<file path="config.mk">
export PLATFORM = sky130hd
export DESIGN_NAME = edid_block_parser_flat
export DESIGN_NICKNAME = d
export VERILOG_FILES = /design/src/sv/edbp_pkg.sv /design/src/sv/edbp_in_if.sv /design/src/sv/edbp_out_if.sv /design/src/sv/edid_block_parser.sv /design/src/flat_wrapper.sv
export SDC_FILE = /design/constraint.sdc
export NUM_CORES = 1
export LEC_CHECK = 0
export BUFFER_PORTS_ARGS = -buffer_cell sky130_fd_sc_hd__buf_2
export CAP_MARGIN = 20
export CELL_PAD_IN_SITES_DETAIL_PLACEMENT = 2
export CELL_PAD_IN_SITES_GLOBAL_PLACEMENT = 2
export CORE_MARGIN = 2
export CORE_UTILIZATION = 25
export CTS_CLUSTER_DIAMETER = 50
export CTS_CLUSTER_SIZE = 28
export DETAILED_ROUTE_END_ITERATION = 10
export PLACE_DENSITY = 0.58
export SLEW_MARGIN = 25
export SYNTH_ARGS = -nofsm -noshare
export SYNTH_HDL_FRONTEND = slang
export SYNTH_SLANG_ARGS = --single-unit
</file>
<file path="constraint.sdc">
create_clock -name clk -period 6.02 [get_ports clk]
set_input_delay 1.204 -clock clk [delete_from_list [all_inputs] [get_ports clk]]
set_output_delay 1.204 -clock clk [all_outputs]
set_load 0.1 [all_outputs]
</file>
<file path="src/sv/edbp_pkg.sv">
// shared types, constants and helpers of the edid block parser
package edbp_pkg;

	localparam logic [7:0] BLOCK_LEN   = 8'd128;
	localparam logic [7:0] LAST_OFFSET = 8'd127;
	localparam logic [7:0] DESC_START  = 8'd54;
	localparam logic [7:0] DESC_END    = 8'd126;
	localparam logic [7:0] HDR_LEN     = 8'd8;
	localparam logic [7:0] OFF_VENDOR_HI = 8'd8;
	localparam logic [7:0] OFF_VENDOR_LO = 8'd9;
	localparam logic [7:0] OFF_WIDTH   = 8'd21;
	localparam logic [7:0] OFF_HEIGHT  = 8'd22;

	localparam logic [4:0] POS_TYPE      = 5'd3;
	localparam logic [4:0] POS_FLAG      = 5'd4;
	localparam logic [4:0] POS_TEXT_LAST = 5'd17;

	localparam logic [7:0] LINE_FEED   = 8'h0a;
	localparam logic [7:0] TYPE_NAME   = 8'hfc;
	localparam logic [7:0] TYPE_SERIAL = 8'hff;

	localparam logic [1:0] KIND_SUMMARY = 2'd0;
	localparam logic [1:0] KIND_NAME    = 2'd1;
	localparam logic [1:0] KIND_SERIAL  = 2'd2;

	localparam logic [1:0] ASCII_UPPER = 2'b10;

	typedef struct packed {
		logic [7:0] data_byte;
		logic       restart;
	} in_item_t;

	typedef struct packed {
		logic [1:0] kind;
		logic [7:0] text_char;
		logic       char_valid;
		logic       text_end;
		logic       checksum_ok;
		logic       header_ok;
		logic [6:0] vendor_first;
		logic [6:0] vendor_second;
		logic [6:0] vendor_third;
		logic [7:0] horiz_size;
		logic [7:0] vert_size;
		logic       size_valid;
	} out_item_t;

	function automatic logic [7:0] hdr_byte(input logic [2:0] idx);
		logic [7:0] val;
		case (idx)
			3'd0: val = 8'h00;
			3'd7: val = 8'h00;
			default: val = 8'hff;
		endcase
		return val;
	endfunction

endpackage

</file>
<file path="src/sv/edbp_in_if.sv">
// input channel: one edid byte per item
interface edbp_in_if;
	logic               valid;
	logic               ready;
	edbp_pkg::in_item_t item;

	modport source(output valid, output item, input ready);
	modport sink(input valid, input item, output ready);
endinterface

</file>
<file path="src/sv/edbp_out_if.sv">
// output channel: text character or block summary items
interface edbp_out_if;
	logic                valid;
	logic                ready;
	edbp_pkg::out_item_t item;

	modport source(output valid, output item, input ready);
	modport sink(input valid, input item, output ready);
endinterface

</file>
<file path="src/sv/edid_block_parser.sv">
// edid base block parser top level
// Takes one EDID byte per item and can accept a byte every clock cycle. Each byte updates
// the offset, checksum, header flag, captured fields and descriptor tracking in one
// pass; any text character or block summary it causes is registered. Results go
// through a two-entry output buffer, so the input stalls while both entries are full.
// The summary arrives after the byte at offset 127; bytes past the block are dropped
// until a byte with restart set.
module edid_block_parser (
	input logic clk,
	input logic arst_n,
	edbp_in_if.sink    in_ch,
	edbp_out_if.source out_ch
);

	logic [7:0] off_q, cks_q, vhi_q, vlo_q, wid_q, hgt_q;
	logic       hdr_q, dclr_q, tfin_q;
	logic [4:0] dpos_q;
	logic [1:0] dkind_q;

	logic [7:0] off_e, cks_e, vhi_e, vlo_e, wid_e, hgt_e;
	logic       hdr_e, dclr_e, tfin_e;
	logic [4:0] dpos_e;
	logic [1:0] dkind_e;

	logic [7:0] off_n, cks_n, vhi_n, vlo_n, wid_n, hgt_n;
	logic       hdr_n, dclr_n, tfin_n;
	logic [4:0] dpos_n;
	logic [1:0] dkind_n;

	logic                accept;
	logic [7:0]          b;
	logic                res_valid;
	edbp_pkg::out_item_t res;

	logic                out_valid_q, skid_valid_q;
	edbp_pkg::out_item_t out_q, skid_q;
	logic                out_take;

	assign accept   = in_ch.valid && in_ch.ready;
	assign b        = in_ch.item.data_byte;
	assign out_take = out_valid_q && out_ch.ready;

	assign in_ch.ready  = !skid_valid_q;
	assign out_ch.valid = out_valid_q;
	assign out_ch.item  = out_q;

	always_comb begin
		if (in_ch.item.restart) begin
			off_e   = '0;
			cks_e   = '0;
			hdr_e   = 1'b1;
			vhi_e   = '0;
			vlo_e   = '0;
			wid_e   = '0;
			hgt_e   = '0;
			dpos_e  = '0;
			dclr_e  = 1'b1;
			dkind_e = edbp_pkg::KIND_SUMMARY;
			tfin_e  = 1'b0;
		end else begin
			off_e   = off_q;
			cks_e   = cks_q;
			hdr_e   = hdr_q;
			vhi_e   = vhi_q;
			vlo_e   = vlo_q;
			wid_e   = wid_q;
			hgt_e   = hgt_q;
			dpos_e  = dpos_q;
			dclr_e  = dclr_q;
			dkind_e = dkind_q;
			tfin_e  = tfin_q;
		end
	end

	always_comb begin
		off_n     = off_e;
		cks_n     = cks_e;
		hdr_n     = hdr_e;
		vhi_n     = vhi_e;
		vlo_n     = vlo_e;
		wid_n     = wid_e;
		hgt_n     = hgt_e;
		dpos_n    = dpos_e;
		dclr_n    = dclr_e;
		dkind_n   = dkind_e;
		tfin_n    = tfin_e;
		res_valid = 1'b0;
		res       = '0;
		if (off_e < edbp_pkg::BLOCK_LEN) begin
			cks_n = cks_e + b;
			if (off_e < edbp_pkg::HDR_LEN && b != edbp_pkg::hdr_byte(off_e[2:0])) begin
				hdr_n = 1'b0;
			end
			if (off_e == edbp_pkg::OFF_VENDOR_HI) vhi_n = b;
			if (off_e == edbp_pkg::OFF_VENDOR_LO) vlo_n = b;
			if (off_e == edbp_pkg::OFF_WIDTH) wid_n = b;
			if (off_e == edbp_pkg::OFF_HEIGHT) hgt_n = b;

			if (off_e >= edbp_pkg::DESC_START && off_e < edbp_pkg::DESC_END) begin
				if (dpos_e < edbp_pkg::POS_TYPE || dpos_e == edbp_pkg::POS_FLAG) begin
					if (b != 8'h00) dclr_n = 1'b0;
					if (dpos_e == edbp_pkg::POS_FLAG) tfin_n = 1'b0;
				end else if (dpos_e == edbp_pkg::POS_TYPE) begin
					if (b == edbp_pkg::TYPE_NAME) dkind_n = edbp_pkg::KIND_NAME;
					else if (b == edbp_pkg::TYPE_SERIAL) dkind_n = edbp_pkg::KIND_SERIAL;
					else dkind_n = edbp_pkg::KIND_SUMMARY;
				end else if (dclr_e && dkind_e != edbp_pkg::KIND_SUMMARY && !tfin_e) begin
					res_valid = 1'b1;
					res.kind  = dkind_e;
					if (b == edbp_pkg::LINE_FEED) begin
						res.text_end = 1'b1;
						tfin_n       = 1'b1;
					end else begin
						res.text_char  = b;
						res.char_valid = 1'b1;
						if (dpos_e == edbp_pkg::POS_TEXT_LAST) begin
							res.text_end = 1'b1;
							tfin_n       = 1'b1;
						end
					end
				end
				if (dpos_e == edbp_pkg::POS_TEXT_LAST) begin
					dpos_n  = '0;
					dclr_n  = 1'b1;
					dkind_n = edbp_pkg::KIND_SUMMARY;
					tfin_n  = 1'b0;
				end else begin
					dpos_n = dpos_e + 5'd1;
				end
			end

			if (off_e == edbp_pkg::LAST_OFFSET) begin
				res_valid         = 1'b1;
				res               = '0;
				res.kind          = edbp_pkg::KIND_SUMMARY;
				res.checksum_ok   = (cks_n == 8'h00);
				res.header_ok     = hdr_n;
				res.vendor_first  = {edbp_pkg::ASCII_UPPER, vhi_n[6:2]};
				res.vendor_second = {edbp_pkg::ASCII_UPPER, vhi_n[1:0], vlo_n[7:5]};
				res.vendor_third  = {edbp_pkg::ASCII_UPPER, vlo_n[4:0]};
				res.horiz_size    = wid_n;
				res.vert_size     = hgt_n;
				res.size_valid    = (wid_n != 8'h00) && (hgt_n != 8'h00);
			end
			off_n = off_e + 8'd1;
		end
	end

	always_ff @(posedge clk or negedge arst_n) begin
		if (!arst_n) begin
			off_q   <= '0;
			cks_q   <= '0;
			hdr_q   <= 1'b1;
			vhi_q   <= '0;
			vlo_q   <= '0;
			wid_q   <= '0;
			hgt_q   <= '0;
			dpos_q  <= '0;
			dclr_q  <= 1'b1;
			dkind_q <= edbp_pkg::KIND_SUMMARY;
			tfin_q  <= 1'b0;
		end else if (accept) begin
			off_q   <= off_n;
			cks_q   <= cks_n;
			hdr_q   <= hdr_n;
			vhi_q   <= vhi_n;
			vlo_q   <= vlo_n;
			wid_q   <= wid_n;
			hgt_q   <= hgt_n;
			dpos_q  <= dpos_n;
			dclr_q  <= dclr_n;
			dkind_q <= dkind_n;
			tfin_q  <= tfin_n;
		end
	end

	// two-entry output buffer
	always_ff @(posedge clk or negedge arst_n) begin
		if (!arst_n) begin
			out_valid_q  <= 1'b0;
			skid_valid_q <= 1'b0;
		end else if (skid_valid_q) begin
			if (out_take) begin
				skid_valid_q <= 1'b0;
			end
		end else if (accept && res_valid) begin
			if (out_valid_q && !out_take) begin
				skid_valid_q <= 1'b1;
			end else begin
				out_valid_q <= 1'b1;
			end
		end else if (out_take) begin
			out_valid_q <= 1'b0;
		end
	end

	always_ff @(posedge clk) begin
		if (skid_valid_q) begin
			if (out_take) begin
				out_q <= skid_q;
			end
		end else if (accept && res_valid) begin
			if (out_valid_q && !out_take) begin
				skid_q <= res;
			end else begin
				out_q <= res;
			end
		end
	end

	a_skid_implies_out: assert property (@(posedge clk) disable iff (!arst_n)
		skid_valid_q |-> out_valid_q)
		else $error("skid entry held while output empty");

	a_offset_range: assert property (@(posedge clk) disable iff (!arst_n)
		off_q <= edbp_pkg::BLOCK_LEN)
		else $error("byte offset beyond block");

	a_pos_range: assert property (@(posedge clk) disable iff (!arst_n)
		dpos_q <= edbp_pkg::POS_TEXT_LAST)
		else $error("descriptor position out of range");

	a_summary_no_text: assert property (@(posedge clk) disable iff (!arst_n)
		(out_valid_q && out_q.kind == edbp_pkg::KIND_SUMMARY)
			|-> (!out_q.char_valid && !out_q.text_end))
		else $error("summary item carries text flags");

	a_full_stalls_input: assert property (@(posedge clk) disable iff (!arst_n)
		(skid_valid_q && !out_ch.ready) |=> $stable(skid_q))
		else $error("skid entry changed while stalled");

endmodule
</file>
<file path="src/flat_wrapper.sv">
// flat-port wrapper written by rule: the top's interface ports become plain ports
module edid_block_parser_flat 
  (clk, arst_n, in_ch_valid, in_ch_item, in_ch_ready, out_ch_valid, out_ch_item, out_ch_ready);
  edbp_in_if in_ch_i ();
  edbp_out_if out_ch_i ();
  input logic clk;
  input logic arst_n;
  input wire logic [$bits(in_ch_i.valid)-1:0] in_ch_valid;
  input wire logic [$bits(in_ch_i.item)-1:0] in_ch_item;
  output wire logic [$bits(in_ch_i.ready)-1:0] in_ch_ready;
  output wire logic [$bits(out_ch_i.valid)-1:0] out_ch_valid;
  output wire logic [$bits(out_ch_i.item)-1:0] out_ch_item;
  input wire logic [$bits(out_ch_i.ready)-1:0] out_ch_ready;
  assign in_ch_i.valid = in_ch_valid;
  assign in_ch_i.item = in_ch_item;
  assign in_ch_ready = in_ch_i.ready;
  assign out_ch_valid = out_ch_i.valid;
  assign out_ch_item = out_ch_i.item;
  assign out_ch_i.ready = out_ch_ready;
  edid_block_parser u_core (.clk(clk), .arst_n(arst_n), .in_ch(in_ch_i), .out_ch(out_ch_i));
endmodule
</file>
==> summary.txt <==
Run status
  • Outcome: completed

Power and ir drop
  • Peak VDD IR: 0.1714 mV
  • Standby leakage power: 3.024 nW
  • Final total power: 2.465 mW
  • Pwr dens: 281.1 mW/mm²

Global route
  • Via count of the first global-routing pass: 5,988
  • Sum of overflow across all layers after global routing: 0
  • Global-route wire length before repair: 35,380 µm
  • Maximum number of pins on one net before global-route repair: 97
  • GRT Util Overall: 14.68%
  • Initial antenna violation count: 0

Critical path
  • Cell family with most CP delay: compound AO/OA/AOI/OAI gates
  • Cell-by-cell listing of the critical path: buf_2, buf_4, nor2b_1, ha_1, o22ai_1, and3b_1, a31oi_1, o31ai_4, buf_12
  • Reg-to-reg setup timing slack: 3.03 ns
  • Total number of cells along the worst setup path: 9
  • Worst Path Required: 6.13 ns
  • Reg-to-Reg Start: u_core.dpos_q[1]
  • Setup crit start kind: primary input
  • R2R depth: 8
  • Worst path buffer plus inverter count: 3
  • Category of the worst setup path capture point: flip-flop
  • Critical-path maximum fanout: 50
  • Critical path data arrival time: 3.91 ns
  • Delay of the slowest critical-path stage: 0.68 ns
  • Crit path from: in_ch_item[0]
  • Capture instance of the worst register-to-register path: u_core.out_ch.item[14]
  • Last element of the critical path: u_core.out_ch.item[14]
  • Type of the setup path with the least slack: primary input to flip-flop
  • Slowest library cell on the worst path: o31ai_4

Timing
  • Share of the clock period used by the worst path: 63.20%
  • Transition time at the pin with the least slew margin: 0.9816 ns
  • Final Setup Violations: 0
  • Worst slack on hold paths: 0.4728 ns
  • Final critical-path required period: 3.805 ns
  • Highest clock frequency the design can meet: 0.2628 GHz
  • Final sum of negative setup slack: 0 ns
  • Normalized max-slew margin: 34.42%
  • Post-route setup slack: 2.215 ns
  • Count of endpoints failing hold in the final timing report: 0
  • Clock tree skew after final layout: 0.01567 ns
  • Unrepaired setup endpoints after global routing: false
  • Max-slew violation count: 0

Synthesis
  • Cell count after synthesis: 682
  • Yosys reg bits: 153
  • Async S/R FF share, synth: 38.56%
  • Mean cell area of the mapped netlist: 11.01 µm²
  • Unique masters post-synth: 54
  • Top_reg_cell synth: edfxtp_1
  • Netlist area before placement: 0.007511 mm²
  • Number of enable flip-flop cells after synthesis: 94
  • Yosys warning total: 0
  • Share of the yosys chip area belonging to registers: 57.27%

Flow run
  • Max-cap violations: 0

Cells and area
  • Post-layout util: 29.59%
  • Area growth, synth to finish: 16.76%
  • Layout cell share with drive strength beyond 1: 17.01%
  • Non-Filler Cell Area, Final: 0.008770 mm²
  • Most common cell after layout, fill and taps aside: edfxtp_1
  • Leading cell types in the layout, fill and taps excluded: 94 x edfxtp_1, 83 x nand2_1, 79 x nor2_1, 63 x buf_2, 56 x dfrtp_1
  • Number of nets in the final layout: 751
  • Cell Count, Final, Fillers Out: 1,125
  • Antenna Diode Count: 0

Clocking
  • Post-CTS repair timing setup buffer count: 0
  • # H-tree levels: 4
  • Number of resized instances in the post-cts repair step: 0
  • CTS tree: built
  • Number of clock buffers inserted by TritonCTS: 17
  • Clock input transition at the sequential cells of the worst setup and hold paths: 0.08 ns
  • Clock tree buffer depth: 2
  • Clock sink count: 153
  • Quantity of hold-fixing buffers added after cts: 0
  • Clock latency on the worst-skew pair: 0.43 ns
  • Root buf cell: clkbuf_16

Min path
  • Hold path startpoint: u_core.cks_q[1]
  • Worst min-delay path class: flip-flop to flip-flop

Placement
  • Dpl cells: 1,093
  • Final RePlAce weighted congestion: 0.8051
  • Post-place instance area: 0.008179 mm²
  • Sum of net half-perimeters after detailed placement: 14,720 µm
  • I/O Buffers: 63
  • Placement-stage worst setup slack: 1.747 ns

Die
  • Boundary pin count: 67
  • Std-Cell Core Area: 0.02964 mm²
  • DIE WIDTH: 177.3 µm
  • Total Die Area: 0.03145 mm²
  • Die Y: 177.3 µm
  • Starting utilization of the core area: 25.34%
  • Standard-cell rows: 63

Routing
  • Residual DRC: 0
  • DR vias/cell: 4.889
  • Vias: 5,500
  • Drt first pass iters: 4
  • DRT Wirelength: 22,010 µm
  • Post-route ant nets: 0
  • Avg WL per Cell: 19.56 µm
  • DRT iter0 DRCs: 247
==> cells by family (layout without fill, tap and decap cells) <==
| kind of cell | count (synthesis) | count (layout) | synth area share [%] |
|---|---|---|---|
| compound gates | 165 | 165 | 15.98 |
| xor+xnor | 7 | 7 | 0.8163 |
| fa+ha+maj | 16 | 16 | 2.765 |
| buf+inv | 72 | 123 | 4.264 |
| flops | 153 | 153 | 57.27 |
| mux | 22 | 22 | 2.965 |
| other cells | 1 | 3 | 0.04993 |
| simple gates | 246 | 246 | 15.89 |
==> cells in the mapped netlist, types with 2 or more instances <==
cell type  instances  share of area, %
edfxtp_1          94                38
nand2_1           83               4.1
nor2_1            80               4.0
dfrtp_1           57                19
o31ai_1           47               4.7
a22o_1            35               4.1
clkbuf_1          33               1.6
nor2b_1           30               2.5
o21ai_0           26               1.7
a31oi_1           20               1.7
mux2i_1           20               2.7
inv_1             18              0.90
ha_1              15               2.5
buf_2             13              0.87
a21oi_1           11              0.73
nand3_1            8              0.53
nor3_1             8              0.53
nor4_1             8              0.67
a211oi_1           6              0.60
xnor2_1            6              0.70
buf_4              5              0.50
nand4_1            5              0.42
and3_1             4              0.33
nand4_2            3              0.50
nor2_4             3              0.45
o41ai_1            3              0.35
a21o_1             2              0.20
a21o_4             2              0.40
a32o_1             2              0.27
and4b_1            2              0.27
buf_6              2              0.30
dfstp_2            2              0.70
mux2_2             2              0.30
nand2b_1           2              0.17
nand3b_1           2              0.20
nand4b_1           2              0.23
nor3_2             2              0.27
o211ai_1           2              0.20
o21bai_1           2              0.20
==> tightest hold or removal path, stage by stage (launching register included) <==
cell and delay [ns]:
dfrtp_1 0.34, nand2_1 0.05, nand2_1 0.05
==> metal layers <==
metal  global-route usage [%]  up-vias  routed length [µm]
met3                    2.442       19                 676
met4                    4.406        0                 318
met2                    24.90       73               10900
met1                    19.17     2841               10110
met5                        0        -                   0
li1                         -     2567                   -
==> worst min path at each step <==
stage                       to  slack, ns  depth (start not counted)
3_3_place_gp   u_core.cks_q[0]       0.46                          2
6_report       u_core.cks_q[1]       0.47                          2
4_1_cts        u_core.cks_q[0]       0.48                          2
2_1_floorplan  u_core.cks_q[0]       0.44                          2
3_5_place_dp   u_core.cks_q[0]       0.46                          2
5_1_grt        u_core.vhi_q[2]       0.52                          1
==> registers in the layout, indices dropped and copies added (netlist names), 5 cells and up <==
register,count
u_core.out_ch.item,47
u_core.skid_q,47
u_core.vhi_q,7
u_core.cks_q,8
u_core.dpos_q,5
u_core.vlo_q,8
u_core.off_q,8
u_core.wid_q,8
u_core.hgt_q,8
==> final cells by class <==
type                    count  area (µm²)
flip-flops and latches    153        4303
clock inverters            15       165.2
inverters                  18       67.56
multi-input cells         459        2918
clock buffers              17       425.4
well taps                 390       488.0
repair buffers             73       402.9
fillers                  3231       20870
==> where the power goes <==
group	internal, mW	switching [mW]	total [mW]
Clock	0.618	0.476	1.09
Combinational	0.0779	0.138	0.216
Sequential	1.13	0.0223	1.15
Power figures use the tool's default switching activity.
